`config.mk`:
```
export PLATFORM = sky130hd
export DESIGN_NAME = interval_stats_rate_monitor_unit_flat
export DESIGN_NICKNAME = d
export VERILOG_FILES = /design/src/rtl/core/isrm_pkg.sv /design/src/rtl/core/isrm_item_if.sv /design/src/rtl/core/isrm_result_if.sv /design/src/rtl/core/isrm_alu.sv /design/src/rtl/core/interval_stats_rate_monitor_unit.sv /design/src/flat_wrapper.sv
export SDC_FILE = /design/constraint.sdc
export NUM_CORES = 2
export LEC_CHECK = 0
export BUFFER_PORTS_ARGS = -buffer_cell sky130_fd_sc_hd__buf_2
export CORE_MARGIN = 2
export CORE_UTILIZATION = 36
export CTS_BUF_LIST = sky130_fd_sc_hd__clkbuf_4
export DETAILED_ROUTE_END_ITERATION = 10
export GPL_ROUTABILITY_DRIVEN = 0
export GPL_TIMING_DRIVEN = 0
export HOLD_SLACK_MARGIN = 0.12
export SYNTH_ARGS = -nofsm -noshare
export SYNTH_HDL_FRONTEND = slang
export SYNTH_HIERARCHICAL = 1
export SYNTH_SLANG_ARGS = --single-unit
```
`constraint.sdc`:
```
create_clock -name clk -period 9.3 [get_ports clk]
set_input_delay 1.86 -clock clk [delete_from_list [all_inputs] [get_ports clk]]
set_output_delay 1.86 -clock clk [all_outputs]
set_load 0.01 [all_outputs]
```
`src/rtl/core/isrm_pkg.sv`:
```
`timescale 1ns / 1ps
// ----------------------------------------------------------------------------
// isrm_pkg
// Shared constants, codes and types of the interval statistics rate monitor.
// ----------------------------------------------------------------------------
package isrm_pkg;

	localparam int TICK_W = 32;

	localparam int ADDR_W    = 3;
	localparam int REG_IDX_W = 1;

	localparam logic [REG_IDX_W-1:0] REG_FREQ  = 1'b0;
	localparam logic [REG_IDX_W-1:0] REG_SCALE = 1'b1;

	localparam logic [31:0] FREQ_RESET = 32'd100000000;
	localparam logic [31:0] ALL_ONES   = 32'hffffffff;
	localparam logic [31:0] KILO_DIV   = 32'd1000;
	localparam logic [31:0] MEGA_DIV   = 32'd1000000;

	localparam logic FUNC_RECORD = 1'b0;
	localparam logic FUNC_CLEAR  = 1'b1;

	localparam logic SCALE_KILO = 1'b0;
	localparam logic SCALE_MEGA = 1'b1;

	localparam logic OP_MUL = 1'b0;
	localparam logic OP_DIV = 1'b1;

	localparam int MUL_STEPS = 32;
	localparam int DIV_STEPS = 64;
	localparam int CNT_W     = $clog2(DIV_STEPS);

	typedef struct packed {
		logic        start;
		logic        op;
		logic [63:0] a;
		logic [63:0] b;
	} alu_req_t;

	typedef struct packed {
		logic        busy;
		logic        done;
		logic [63:0] result;
	} alu_rsp_t;

endpackage

```
`src/rtl/core/isrm_item_if.sv`:
```
`timescale 1ns / 1ps
// ----------------------------------------------------------------------------
// isrm_item_if
// Input channel: one beat carries a record or clear item.
// ----------------------------------------------------------------------------
interface isrm_item_if;
	logic        valid;
	logic        ready;
	logic        func;
	logic [31:0] start_tick;
	logic [31:0] end_tick;

	modport source (output valid, output func, output start_tick, output end_tick,
		input ready);
	modport sink (input valid, input func, input start_tick, input end_tick,
		output ready);
endinterface

```
`src/rtl/core/isrm_result_if.sv`:
```
`timescale 1ns / 1ps
// ----------------------------------------------------------------------------
// isrm_result_if
// Output channel: one beat carries the statistics after an item.
// ----------------------------------------------------------------------------
interface isrm_result_if;
	logic        valid;
	logic        ready;
	logic [31:0] sample_count;
	logic [31:0] min_interval;
	logic [31:0] max_interval;
	logic [31:0] avg_rate;
	logic [31:0] min_rate;
	logic [31:0] max_rate;
	logic        rate_valid;

	modport source (output valid, output sample_count, output min_interval,
		output max_interval, output avg_rate, output min_rate, output max_rate,
		output rate_valid, input ready);
	modport sink (input valid, input sample_count, input min_interval,
		input max_interval, input avg_rate, input min_rate, input max_rate,
		input rate_valid, output ready);
endinterface

```
`src/rtl/core/isrm_alu.sv`:
```
`timescale 1ns / 1ps
// ----------------------------------------------------------------------------
// isrm_alu
// Shared iterative unit: shift-add multiply (64 x 32, modulo 2^64) and
// restoring divide (64 / 64), one bit per cycle.
// ----------------------------------------------------------------------------
module isrm_alu import isrm_pkg::*; (
	input  logic     clk,
	input  logic     arst_n,
	input  alu_req_t req,
	output alu_rsp_t rsp
);

	logic             busy_q;
	logic             done_q;
	logic [CNT_W-1:0] cnt_q;
	logic             op_q;
	logic [63:0]      acc_q;
	logic [63:0]      mc_q;
	logic [63:0]      mp_q;

	logic [64:0] rem_shift;
	logic [65:0] diff;
	logic        ge;
	logic [63:0] rem_next;

	assign rem_shift = {acc_q, mp_q[63]};
	assign diff      = {1'b0, rem_shift} - {2'b00, mc_q};
	assign ge        = ~diff[65];
	assign rem_next  = ge ? diff[63:0] : rem_shift[63:0];

	always_ff @(posedge clk or negedge arst_n) begin
		if (!arst_n) begin
			busy_q <= 1'b0;
			done_q <= 1'b0;
			cnt_q  <= '0;
		end else begin
			done_q <= !req.start && busy_q && (cnt_q == '0);
			if (req.start) begin
				busy_q <= 1'b1;
				cnt_q  <= (req.op == OP_MUL) ? CNT_W'(MUL_STEPS - 1) : CNT_W'(DIV_STEPS - 1);
			end else if (busy_q) begin
				cnt_q <= cnt_q - CNT_W'(1);
				if (cnt_q == '0) begin
					busy_q <= 1'b0;
				end
			end
		end
	end

	always_ff @(posedge clk) begin
		if (req.start) begin
			op_q  <= req.op;
			acc_q <= '0;
			if (req.op == OP_MUL) begin
				mc_q <= req.a;
				mp_q <= {32'b0, req.b[31:0]};
			end else begin
				mc_q <= req.b;
				mp_q <= req.a;
			end
		end else if (busy_q) begin
			if (op_q == OP_MUL) begin
				acc_q <= acc_q + (mp_q[0] ? mc_q : 64'd0);
				mc_q  <= {mc_q[62:0], 1'b0};
				mp_q  <= {1'b0, mp_q[63:1]};
			end else begin
				acc_q <= rem_next;
				mp_q  <= {mp_q[62:0], ge};
			end
		end
	end

	assign rsp.busy   = busy_q;
	assign rsp.done   = done_q;
	assign rsp.result = (op_q == OP_MUL) ? acc_q : mp_q;

`ifndef SYNTHESIS
	a_start_idle: assert property (@(posedge clk) disable iff (!arst_n)
		req.start |-> !busy_q)
		else $error("isrm_alu: start while busy");
	a_done_after_busy: assert property (@(posedge clk) disable iff (!arst_n)
		done_q |-> $past(busy_q))
		else $error("isrm_alu: done without a running operation");
	a_done_ends_busy: assert property (@(posedge clk) disable iff (!arst_n)
		done_q |-> !busy_q)
		else $error("isrm_alu: done while still busy");
`endif

endmodule

```
`src/rtl/core/interval_stats_rate_monitor_unit.sv`:
```
`timescale 1ns / 1ps
// ----------------------------------------------------------------------------
// interval_stats_rate_monitor_unit
// Interval latency and throughput monitor with running count, minimum,
// maximum and rounded rate outputs.
// ----------------------------------------------------------------------------
// A record item with a nonzero span takes its rates from nine operations on
// one shared shift-add / shift-subtract unit: six multiplies of 32 steps and
// three divides of 64 steps, each passing the issue and wait states. A clear
// item, or a record that leaves the span at zero, goes from the check state
// straight to the finish state. One item is worked on at a time; the next
// item is taken as soon as the previous result sits in the output register,
// even while that result still waits to be taken.
module interval_stats_rate_monitor_unit import isrm_pkg::*; (
	input  logic              clk,
	input  logic              arst_n,
	input  logic              psel,
	input  logic              penable,
	input  logic              pwrite,
	input  logic [ADDR_W-1:0] paddr,
	input  logic [31:0]       pwdata,
	output logic [31:0]       prdata,
	output logic              pready,
	isrm_item_if.sink         item,
	isrm_result_if.source     result
);

	localparam logic [2:0] S_IDLE  = 3'd0;
	localparam logic [2:0] S_CHECK = 3'd1;
	localparam logic [2:0] S_ISSUE = 3'd2;
	localparam logic [2:0] S_WAIT  = 3'd3;
	localparam logic [2:0] S_FIN   = 3'd4;

	localparam logic [3:0] ST_BASE     = 4'd0;
	localparam logic [3:0] ST_AVG_MUL  = 4'd1;
	localparam logic [3:0] ST_AVG_DIV  = 4'd2;
	localparam logic [3:0] ST_MIN_MUL0 = 4'd3;
	localparam logic [3:0] ST_MIN_MUL1 = 4'd4;
	localparam logic [3:0] ST_MIN_DIV  = 4'd5;
	localparam logic [3:0] ST_MAX_MUL0 = 4'd6;
	localparam logic [3:0] ST_MAX_MUL1 = 4'd7;
	localparam logic [3:0] ST_MAX_DIV  = 4'd8;

	logic [31:0] freq_q;
	logic        scale_q;

	logic [63:0]       busy_q;
	logic [63:0]       span_q;
	logic [TICK_W-1:0] prev_end_q;
	logic [31:0]       count_q;
	logic [31:0]       longest_q;
	logic [31:0]       shortest_q;

	logic [2:0] state_q;
	logic [3:0] step_q;

	logic [63:0] base_q;
	logic [63:0] num_q;
	logic [31:0] avg_q;
	logic [31:0] min_q;
	logic [31:0] max_q;
	logic        valid_q;

	logic        res_valid_q;
	logic [31:0] out_count_q;
	logic [31:0] out_min_iv_q;
	logic [31:0] out_max_iv_q;
	logic [31:0] out_avg_q;
	logic [31:0] out_min_q;
	logic [31:0] out_max_q;
	logic        out_rv_q;

	logic                 cfg_wr;
	logic [REG_IDX_W-1:0] cfg_idx;
	logic                 accept;
	logic [TICK_W-1:0]    iv;
	logic [TICK_W-1:0]    gap;
	logic [31:0]          iv32;
	logic [63:0]          dividend;
	logic [31:0]          quot;
	logic                 out_free;

	alu_req_t req;
	alu_rsp_t rsp;

	isrm_alu u_alu (
		.clk    (clk),
		.arst_n (arst_n),
		.req    (req),
		.rsp    (rsp)
	);

	assign pready  = 1'b1;
	assign cfg_idx = paddr[ADDR_W-1:2];
	assign cfg_wr  = psel && penable && pwrite;

	always_comb begin
		case (cfg_idx)
			REG_FREQ:  prdata = freq_q;
			REG_SCALE: prdata = {31'b0, scale_q};
			default:   prdata = '0;
		endcase
	end

	always_ff @(posedge clk or negedge arst_n) begin
		if (!arst_n) begin
			freq_q  <= FREQ_RESET;
			scale_q <= SCALE_KILO;
		end else if (cfg_wr) begin
			case (cfg_idx)
				REG_FREQ:  freq_q  <= pwdata;
				REG_SCALE: scale_q <= pwdata[0];
				default: ;
			endcase
		end
	end

	assign item.ready = (state_q == S_IDLE);
	assign accept     = item.valid && item.ready;
	assign iv         = item.end_tick[TICK_W-1:0] - item.start_tick[TICK_W-1:0];
	assign gap        = item.end_tick[TICK_W-1:0] - prev_end_q;
	assign iv32       = 32'(iv);
	assign dividend   = num_q + {1'b0, base_q[63:1]};
	assign quot       = (base_q == 64'd0) ? 32'd0 : rsp.result[31:0];
	assign out_free   = !res_valid_q || result.ready;

	always_ff @(posedge clk or negedge arst_n) begin
		if (!arst_n) begin
			busy_q     <= '0;
			span_q     <= '0;
			prev_end_q <= '0;
			count_q    <= '0;
			longest_q  <= '0;
			shortest_q <= ALL_ONES;
		end else if (accept) begin
			if (item.func == FUNC_CLEAR) begin
				busy_q     <= '0;
				span_q     <= '0;
				prev_end_q <= '0;
				count_q    <= '0;
				longest_q  <= '0;
				shortest_q <= ALL_ONES;
			end else begin
				span_q     <= (busy_q != 64'd0) ? span_q + 64'(gap) : 64'(iv);
				prev_end_q <= item.end_tick[TICK_W-1:0];
				count_q    <= count_q + 32'd1;
				busy_q     <= busy_q + 64'(iv);
				if (longest_q < iv32) begin
					longest_q <= iv32;
				end
				if (shortest_q > iv32) begin
					shortest_q <= iv32;
				end
			end
		end
	end

	always_comb begin
		req       = '0;
		req.start = (state_q == S_ISSUE);
		case (step_q)
			ST_BASE: begin
				req.op = OP_MUL;
				req.a  = span_q;
				req.b  = {32'b0, (scale_q == SCALE_MEGA) ? MEGA_DIV : KILO_DIV};
			end
			ST_AVG_MUL: begin
				req.op = OP_MUL;
				req.a  = busy_q;
				req.b  = {32'b0, freq_q};
			end
			ST_MIN_MUL0: begin
				req.op = OP_MUL;
				req.a  = {32'b0, shortest_q};
				req.b  = {32'b0, freq_q};
			end
			ST_MAX_MUL0: begin
				req.op = OP_MUL;
				req.a  = {32'b0, longest_q};
				req.b  = {32'b0, freq_q};
			end
			ST_MIN_MUL1, ST_MAX_MUL1: begin
				req.op = OP_MUL;
				req.a  = num_q;
				req.b  = {32'b0, count_q};
			end
			ST_AVG_DIV, ST_MIN_DIV, ST_MAX_DIV: begin
				req.op = OP_DIV;
				req.a  = dividend;
				req.b  = base_q;
			end
			default: ;
		endcase
	end

	always_ff @(posedge clk or negedge arst_n) begin
		if (!arst_n) begin
			state_q     <= S_IDLE;
			step_q      <= ST_BASE;
			res_valid_q <= 1'b0;
		end else begin
			if (state_q == S_FIN && out_free) begin
				res_valid_q <= 1'b1;
			end else if (result.ready) begin
				res_valid_q <= 1'b0;
			end
			case (state_q)
				S_IDLE: begin
					if (accept) begin
						state_q <= S_CHECK;
					end
				end
				S_CHECK: begin
					step_q  <= ST_BASE;
					state_q <= (span_q == 64'd0) ? S_FIN : S_ISSUE;
				end
				S_ISSUE: begin
					state_q <= S_WAIT;
				end
				S_WAIT: begin
					if (rsp.done) begin
						step_q  <= step_q + 4'd1;
						state_q <= (step_q == ST_MAX_DIV) ? S_FIN : S_ISSUE;
					end
				end
				S_FIN: begin
					if (out_free) begin
						state_q <= S_IDLE;
					end
				end
				default: state_q <= S_IDLE;
			endcase
		end
	end

	always_ff @(posedge clk) begin
		if (state_q == S_CHECK) begin
			valid_q <= (span_q != 64'd0);
			avg_q   <= '0;
			min_q   <= '0;
			max_q   <= '0;
		end
		if (state_q == S_WAIT && rsp.done) begin
			case (step_q)
				ST_BASE:    base_q <= rsp.result;
				ST_AVG_DIV: avg_q  <= quot;
				ST_MIN_DIV: min_q  <= quot;
				ST_MAX_DIV: max_q  <= quot;
				default:    num_q  <= rsp.result;
			endcase
		end
		if (state_q == S_FIN && out_free) begin
			out_count_q  <= count_q;
			out_min_iv_q <= shortest_q;
			out_max_iv_q <= longest_q;
			out_avg_q    <= avg_q;
			out_min_q    <= min_q;
			out_max_q    <= max_q;
			out_rv_q     <= valid_q;
		end
	end

	assign result.valid        = res_valid_q;
	assign result.sample_count = out_count_q;
	assign result.min_interval = out_min_iv_q;
	assign result.max_interval = out_max_iv_q;
	assign result.avg_rate     = out_avg_q;
	assign result.min_rate     = out_min_q;
	assign result.max_rate     = out_max_q;
	assign result.rate_valid   = out_rv_q;

`ifndef SYNTHESIS
	a_alu_only_in_wait: assert property (@(posedge clk) disable iff (!arst_n)
		rsp.busy |-> state_q == S_WAIT)
		else $error("isrm: shared unit running outside the wait state");
	a_accept_leaves_idle: assert property (@(posedge clk) disable iff (!arst_n)
		accept |=> state_q == S_CHECK)
		else $error("isrm: accepted beat did not start the sequence");
	a_zero_span_rates: assert property (@(posedge clk) disable iff (!arst_n)
		res_valid_q && !out_rv_q |-> out_avg_q == 32'd0 && out_min_q == 32'd0
			&& out_max_q == 32'd0)
		else $error("isrm: rates nonzero with zero span");
	a_min_le_max: assert property (@(posedge clk) disable iff (!arst_n)
		count_q != 32'd0 |-> shortest_q <= longest_q)
		else $error("isrm: minimum interval above maximum");
`endif

endmodule
```
`src/flat_wrapper.sv`:
```
// flat-port wrapper written by rule: the top's interface ports become plain ports
module interval_stats_rate_monitor_unit_flat import isrm_pkg::*;
  (clk, arst_n, psel, penable, pwrite, paddr, pwdata, prdata, pready, item_valid, item_func, item_start_tick, item_end_tick, item_ready, result_valid, result_sample_count, result_min_interval, result_max_interval, result_avg_rate, result_min_rate, result_max_rate, result_rate_valid, result_ready);
  isrm_item_if item_i ();
  isrm_result_if result_i ();
  input  logic clk;
  input  logic arst_n;
  input  logic psel;
  input  logic penable;
  input  logic pwrite;
  input  logic [ADDR_W-1:0] paddr;
  input  logic [31:0] pwdata;
  output logic [31:0] prdata;
  output logic pready;
  input wire logic [$bits(item_i.valid)-1:0] item_valid;
  input wire logic [$bits(item_i.func)-1:0] item_func;
  input wire logic [$bits(item_i.start_tick)-1:0] item_start_tick;
  input wire logic [$bits(item_i.end_tick)-1:0] item_end_tick;
  output wire logic [$bits(item_i.ready)-1:0] item_ready;
  output wire logic [$bits(result_i.valid)-1:0] result_valid;
  output wire logic [$bits(result_i.sample_count)-1:0] result_sample_count;
  output wire logic [$bits(result_i.min_interval)-1:0] result_min_interval;
  output wire logic [$bits(result_i.max_interval)-1:0] result_max_interval;
  output wire logic [$bits(result_i.avg_rate)-1:0] result_avg_rate;
  output wire logic [$bits(result_i.min_rate)-1:0] result_min_rate;
  output wire logic [$bits(result_i.max_rate)-1:0] result_max_rate;
  output wire logic [$bits(result_i.rate_valid)-1:0] result_rate_valid;
  input wire logic [$bits(result_i.ready)-1:0] result_ready;
  assign item_i.valid = item_valid;
  assign item_i.func = item_func;
  assign item_i.start_tick = item_start_tick;
  assign item_i.end_tick = item_end_tick;
  assign item_ready = item_i.ready;
  assign result_valid = result_i.valid;
  assign result_sample_count = result_i.sample_count;
  assign result_min_interval = result_i.min_interval;
  assign result_max_interval = result_i.max_interval;
  assign result_avg_rate = result_i.avg_rate;
  assign result_min_rate = result_i.min_rate;
  assign result_max_rate = result_i.max_rate;
  assign result_rate_valid = result_i.rate_valid;
  assign result_i.ready = result_ready;
  interval_stats_rate_monitor_unit u_core (.clk(clk), .arst_n(arst_n), .psel(psel), .penable(penable), .pwrite(pwrite), .paddr(paddr), .pwdata(pwdata), .prdata(prdata), .pready(pready), .item(item_i), .result(result_i));
endmodule
```
Yosys cells after proc, flatten, opt, wreduce, memory -nomap -nowiden
Index checks and enable logic that the tools add are counted.
{"block": "totals", "reg_bits": 916, "inputBits": 107, "out_inout_bits": 228, "n_memories": 0, "latch_bits": 0, "rom_bits": 0, "ramBits": 0}
{"block": "op_classes", "reduce_logical": 34, "div_mod_pow": 0, "magnitude_cmp": 2, "n_shift": 0, "mux": 50, "n_mul": 0, "add_sub_neg": 10, "eq_ne": 16, "n_bitwise": 3}
{"op": "$mux 64", "n": 15}
{"op": "$pmux 129 s6", "n": 1}
{"op": "$mux 32", "n": 16}
{"op": "$add 64x32->64", "n": 2}
{"op": "$logic_not 64->1", "n": 2}
{"op": "$reduce_bool 64->1", "n": 2}
{"op": "$sub 65x64->66", "n": 1}
{"op": "$add 64x63->64", "n": 1}
{"op": "$add 64x64->64", "n": 1}
{"op": "$pmux 32 s2", "n": 1}
{"op": "$sub 32x32->32", "n": 2}
{"op": "$add 32x1->32 const B", "n": 1}
{"op": "$gt 32x32->1", "n": 1}
{"op": "$lt 32x32->1", "n": 1}
{"op": "$mux 20", "n": 1}
{"op": "$mux 6", "n": 3}
{"op": "$eq 4x3->1 const B", "n": 4}
{"op": "$reduce_and 2->1", "n": 8}
{"op": "$mux 3", "n": 5}
{"op": "$pmux 3 s5", "n": 1}
{"op": "$reduce_bool 2->1", "n": 5}
{"op": "$eq 4x2->1 const B", "n": 2}
{"op": "$pmux 4 s2", "n": 1}
{"op": "$logic_and 1x1->1", "n": 7}
{"op": "21 further kinds", "n": 31}

Logic depth before layout (Yosys ltp)
{"block": "depth", "ltp_word": 5, "mapped_depth": 28, "ltp_nobuf": 27}

Cells and area by module
The synthesis kept the hierarchy.
{"mod": "interval_stats_rate_monitor_unit", "instances": 1, "area_each_um2": 40040.9, "cells_each": 3947}
{"mod": "isrm_alu", "instances": 1, "area_each_um2": 19477.4, "cells_each": 2420}

Least setup slack after synthesis
Ideal clock, no wire load.
{"block": "synth_path", "kind": "in2reg", "startpoint": "input port result_ready", "endpoint": "register u_core.out_avg_q[0], in the netlist u_core/result.avg_rate[0], enable pin", "n_path_buf": 0, "slack_ns": 2.291, "t_required_ns": 8.722, "path_stages": 2, "setup_time_ns": 0.578, "arrival_ns": 6.430, "cell_sequence": "nand2b_1 > and3_1"}
{"block": "synth_between", "elab_chain_cells": 2}
{"element": "start: declaration", "line": "flat_wrapper.sv:28", "source": "input wire logic [$bits(result_i.ready)-1:0] result_ready;"}
{"element": "$logic_or 1x1->1", "line": "interval_stats_rate_monitor_unit.sv:125", "source": "assign out_free = !res_valid_q || result.ready;"}
{"element": "$logic_and 1x1->1", "line": "interval_stats_rate_monitor_unit.sv:252", "source": "if (state_q == S_FIN && out_free) begin"}
{"element": "end signal: assignment", "line": "interval_stats_rate_monitor_unit.sv:256", "source": "out_avg_q <= avg_q;"}
{"element": "end: declaration", "line": "interval_stats_rate_monitor_unit.sv:68", "source": "logic [31:0] out_avg_q;"}
Every way passes these cells.
A chain may end at the register's enable or synchronous reset.

Worst setup path in the final report
{"block": "layout_path", "startpoint": "input port item_end_tick[0]", "endpoint": "register u_core.shortest_q[17]"}
{"block": "layout_between", "elab_chain_cells": 4}
{"element": "start: declaration", "line": "flat_wrapper.sv:18", "source": "input wire logic [$bits(item_i.end_tick)-1:0] item_end_tick;"}
{"element": "$sub 32x32->32 (*)", "line": "interval_stats_rate_monitor_unit.sv:120", "source": "assign iv = item.end_tick[TICK_W-1:0] - item.start_tick[TICK_W-1:0];"}
{"element": "$gt 32x32->1", "line": "interval_stats_rate_monitor_unit.sv:151", "source": "if (shortest_q > iv32) begin"}
{"element": "$reduce_bool 2->1 (no line)"}
{"element": "$reduce_and 2->1 (no line)"}
{"element": "end signal: assignment", "line": "interval_stats_rate_monitor_unit.sv:152", "source": "shortest_q <= iv32;"}
{"element": "end: declaration", "line": "interval_stats_rate_monitor_unit.sv:52", "source": "logic [31:0] shortest_q;"}
Mark *: on every way between the ends. The rest lies on a longest branch, timed or not. The select of a mux whose other input is x is not followed.

==> metrics.md <==
| Metric | Value |
|---|---|
| Max Clk Rate | `132 MHz` |
| Worst Hold Endpoint | `u_core/result.avg_rate[8]` |
| Number of cells after detailed placement | `8900` |
| DIE HEIGHT | `411 um` |
| Count of final hold-check violations | `0` |
| Count of final max-slew check failures | `0` |
| Hold Path Origin | `u_core/avg_q[8]` |
| Via total after detailed routing | `55800` |
| Avg Vias per Cell | `5.97` |
| Slew Limit Headroom | `0.0141` |
| Final clock period utilization by the worst path | `0.814` |
| Placeable Area | `0.165 mm^2` |
| Worst VDD drop | `0.199 mV` |
| Total Neg Setup Slack | `0 ns` |
| Stage delay of the slowest cell on the critical path | `0.90 ns` |
| Status | `complete, no violations` |
| Worst endpoint data arrival time | `8.69 ns` |
| Worst R2R Start | `u_core/prev_end_q[2]` |
| Final-report setup violation count | `0` |
| 1st-pass router iterations | `7` |
| Clock-pin slew of the registers on the worst-case setup and hold paths | `0.07 ns` |
| Number of setup buffers added after CTS | `0` |
| Endpoint of the lowest-slack register-to-register path | `u_core/span_q[63]` |
| Final Power | `21800 uW` |
| Maximum buffer depth of the clock tree | `3` |
| Gate family responsible for the most delay along the worst path | `compound AO/OA/AOI/OAI gates` |
| Fraction of the core area covered by cells at the end of the flow | `0.410` |
| Hold Path Stages | `0` |
| Antenna-violating nets left | `0` |
| Total number of cells along the worst setup path | `27` |
| Fill cells | `16400` |
| Average wire per cell in the routed design | `25.5 um` |
| Initial antenna violation count | `7` |
| Peak fanout along the critical path | `10` |
| Psw | `10400 uW` |
| Synthesized area per cell | `9.35 um^2` |
| Gate Count Post-Synth | `6366` |
| LEAKAGE | `0.0283 uW` |
| Die X | `411 um` |
| Setup repair after global routing missed its margin | `false` |
| Critical path data required time | `10.42 ns` |
| Clock net sink count | `916` |
| Power density of the placed cells | `324 mW/mm^2` |
| Largest net degree at the start of global routing | `109` |
| Tightest Hold Check Type | `reg -> reg` |
| Violation count after the first detailed-route iteration | `7315` |
| Placement-stage cell area | `0.0642 mm^2` |
| Nets | `7449` |
| Final cell area excluding filler cells | `0.0675 mm^2` |
| Kind of end point of the critical path | `register` |
| Minimum clock period after layout | `7.57 ns` |
| Net switching fraction of the power | `0.477` |
| Max Cap Viol | `0` |
| HPWL after detailed placement | `189000 um` |
| H-tree levels | `4` |
| Tightest Pin Transition | `1.47 ns` |
| Effective utilization at floorplan | `0.362` |
| Library cell contributing the largest single delay on the critical path | `sky130_fd_sc_hd__xor2_1` |
| Critical path buffers and inverters | `5` |
| Top-level port count | `335` |
| Count of input and output buffers | `331` |
| Drt total wl | `238000 um` |
| Area added between synthesis and finish | `13.4%` |
| Hold-fix buffers, CTS | `0` |
| Core Rows | `149` |
| Remaining global-route overflow | `0` |
| Category of the critical setup timing path | `in -> reg` |
| Global router's overall resource usage | `0.272` |
| Worst Reg2Reg Path Length in Cells | `25` |
| Resized Gates After CTS | `0` |
| Top cell by count, worst path | `sky130_fd_sc_hd__nor2_1` |
| Ys Warns | `6` |
| First-pass GRT wire length | `343000 um` |
| Via count of the first global-routing pass | `52600` |
| Root buffer selected by CTS | `sky130_fd_sc_hd__clkbuf_4` |
| Crit start category | `primary input` |
| Number of non-filler instances in the completed layout | `9347` |
| Internal power component | `11400 uW` |
| Flop pwr share | `0.301` |
| DRC violations left | `0` |
| R2r setup slk | `2.66 ns` |
| TritonCTS clock tree | `yes` |
| Worst-case clock skew | `0.113 ns` |
| Area of the die | `0.169 mm^2` |
| Clock buffer count from CTS | `231` |
| Area of the mapped netlist | `0.0595 mm^2` |
| Clock Latency Late Sink | `1.29 ns` |
| Power share of the combinational group | `0.527` |
| Fraction of final layout cells sized beyond drive strength 1 | `0.141` |
| Synth Net Count | `6871` |
| Clock power share | `0.173` |
[sequential cells by signal (all words and copies together), names as in the netlist, 64 cells and up]
signal,count
u_core/num_q,64
u_core/u_alu/mc_q,64
u_core/u_alu/acc_q,64
u_core/span_q,64
u_core/busy_q,64
u_core/base_q,64
u_core/u_alu/mp_q,64
[placed cells by master, fill, tap and decap left out, types with 40 or more instances in the layout]
cell type                  instances
sky130_fd_sc_hd__o31ai_1          40
sky130_fd_sc_hd__mux2_2           68
sky130_fd_sc_hd__nand4_1         122
sky130_fd_sc_hd__and2_1          152
sky130_fd_sc_hd__a31oi_1          44
sky130_fd_sc_hd__buf_2           355
sky130_fd_sc_hd__a22oi_1          50
sky130_fd_sc_hd__ha_1            391
sky130_fd_sc_hd__nor4_1           64
sky130_fd_sc_hd__a22o_1           72
sky130_fd_sc_hd__nor2_1          377
sky130_fd_sc_hd__o21bai_1         49
sky130_fd_sc_hd__a211oi_1         77
sky130_fd_sc_hd__xnor2_1         166
sky130_fd_sc_hd__nand2b_1         56
sky130_fd_sc_hd__nand2_1         490
sky130_fd_sc_hd__dfrtp_1         261
sky130_fd_sc_hd__o211ai_1         74
sky130_fd_sc_hd__nor3_1           77
sky130_fd_sc_hd__a222oi_1         62
sky130_fd_sc_hd__edfxtp_1        451
sky130_fd_sc_hd__xor2_1          154
sky130_fd_sc_hd__a21oi_1         545
sky130_fd_sc_hd__clkbuf_4        363
sky130_fd_sc_hd__o21ai_0         544
sky130_fd_sc_hd__nand3_1         200
sky130_fd_sc_hd__dfstp_2          44
sky130_fd_sc_hd__clkinv_1         40
sky130_fd_sc_hd__inv_1           296
sky130_fd_sc_hd__a21o_1          199
sky130_fd_sc_hd__dfxtp_1         160
sky130_fd_sc_hd__clkbuf_1        284
sky130_fd_sc_hd__o21a_1           46
sky130_fd_sc_hd__nor2b_1          86
sky130_fd_sc_hd__mux2i_1         140
[power groups by stage]
stage / clock network, uW / logic, uW / registers (uW)
floorplan: 0 / 8030 / 5800
global placement: 0 / 10900 / 6540
finish: 3770 / 11500 / 6570
CTS: 3840 / 11100 / 6460
global route: 4050 / 12400 / 6560
detailed placement: 0 / 11000 / 6530
[worst register-to-register path, delay by kind of cell, from the launching register on]
kind | cells | cell delay [ns]
compound gates | 10 | 2.78
xor+xnor | 1 | 0.11
fa+ha+maj | 2 | 0.71
buf+inv | 1 | 0.05
flops | 1 | 0.32
simple gates | 11 | 2.66
[how the worst max path moves through the flow]
| stage | to | start |
|---|---|---|
| 2_1_floorplan | u_core/result.avg_rate[0] | result_ready |
| 3_3_place_gp | u_core/freq_q[25] | arst_n |
| 3_5_place_dp | u_core/shortest_q[14] | item_end_tick[0] |
| 4_1_cts | u_core/shortest_q[17] | item_end_tick[0] |
| 5_1_grt | u_core/shortest_q[19] | item_end_tick[0] |
| 6_report | u_core/shortest_q[17] | item_end_tick[0] |
[stage by stage]
| step | hold slack (ns) | setup slack (ns) |
|---|---|---|
| after global placement | 0.412 | -0.119 |
| after CTS | 0.389 | 2.01 |
| final | 0.373 | 1.73 |
| after floorplan | 0.400 | 2.29 |
| after detailed placement | 0.408 | 0.684 |
| after global routing | 0.386 | 1.67 |
[area by class of cell]
type | instances | area, um^2 | area share
sequential | 916 | 24400 | 0.362
inverter | 297 | 1120 | 0.0165
antenna | 11 | 27.5 | 0.000408
tap | 2189 | 2740 | 0.0406
timing repair buffer | 345 | 1940 | 0.0287
clock inverter | 73 | 514 | 0.00762
buffer | 357 | 1540 | 0.0228
clock buffer | 363 | 2730 | 0.0404
multi-input combinational | 4796 | 32500 | 0.481
[metal layers]
layer / wire length, um / track usage / up-vias
met5: 31 / 0 / -
met4: 13400 / 0.146 / 6
met3: 26800 / 0.0672 / 624
met2: 102000 / 0.408 / 3413
met1: 95700 / 0.361 / 26800
li1: - / - / 25000
No activity file was read; power rests on OpenSTA's default activity.
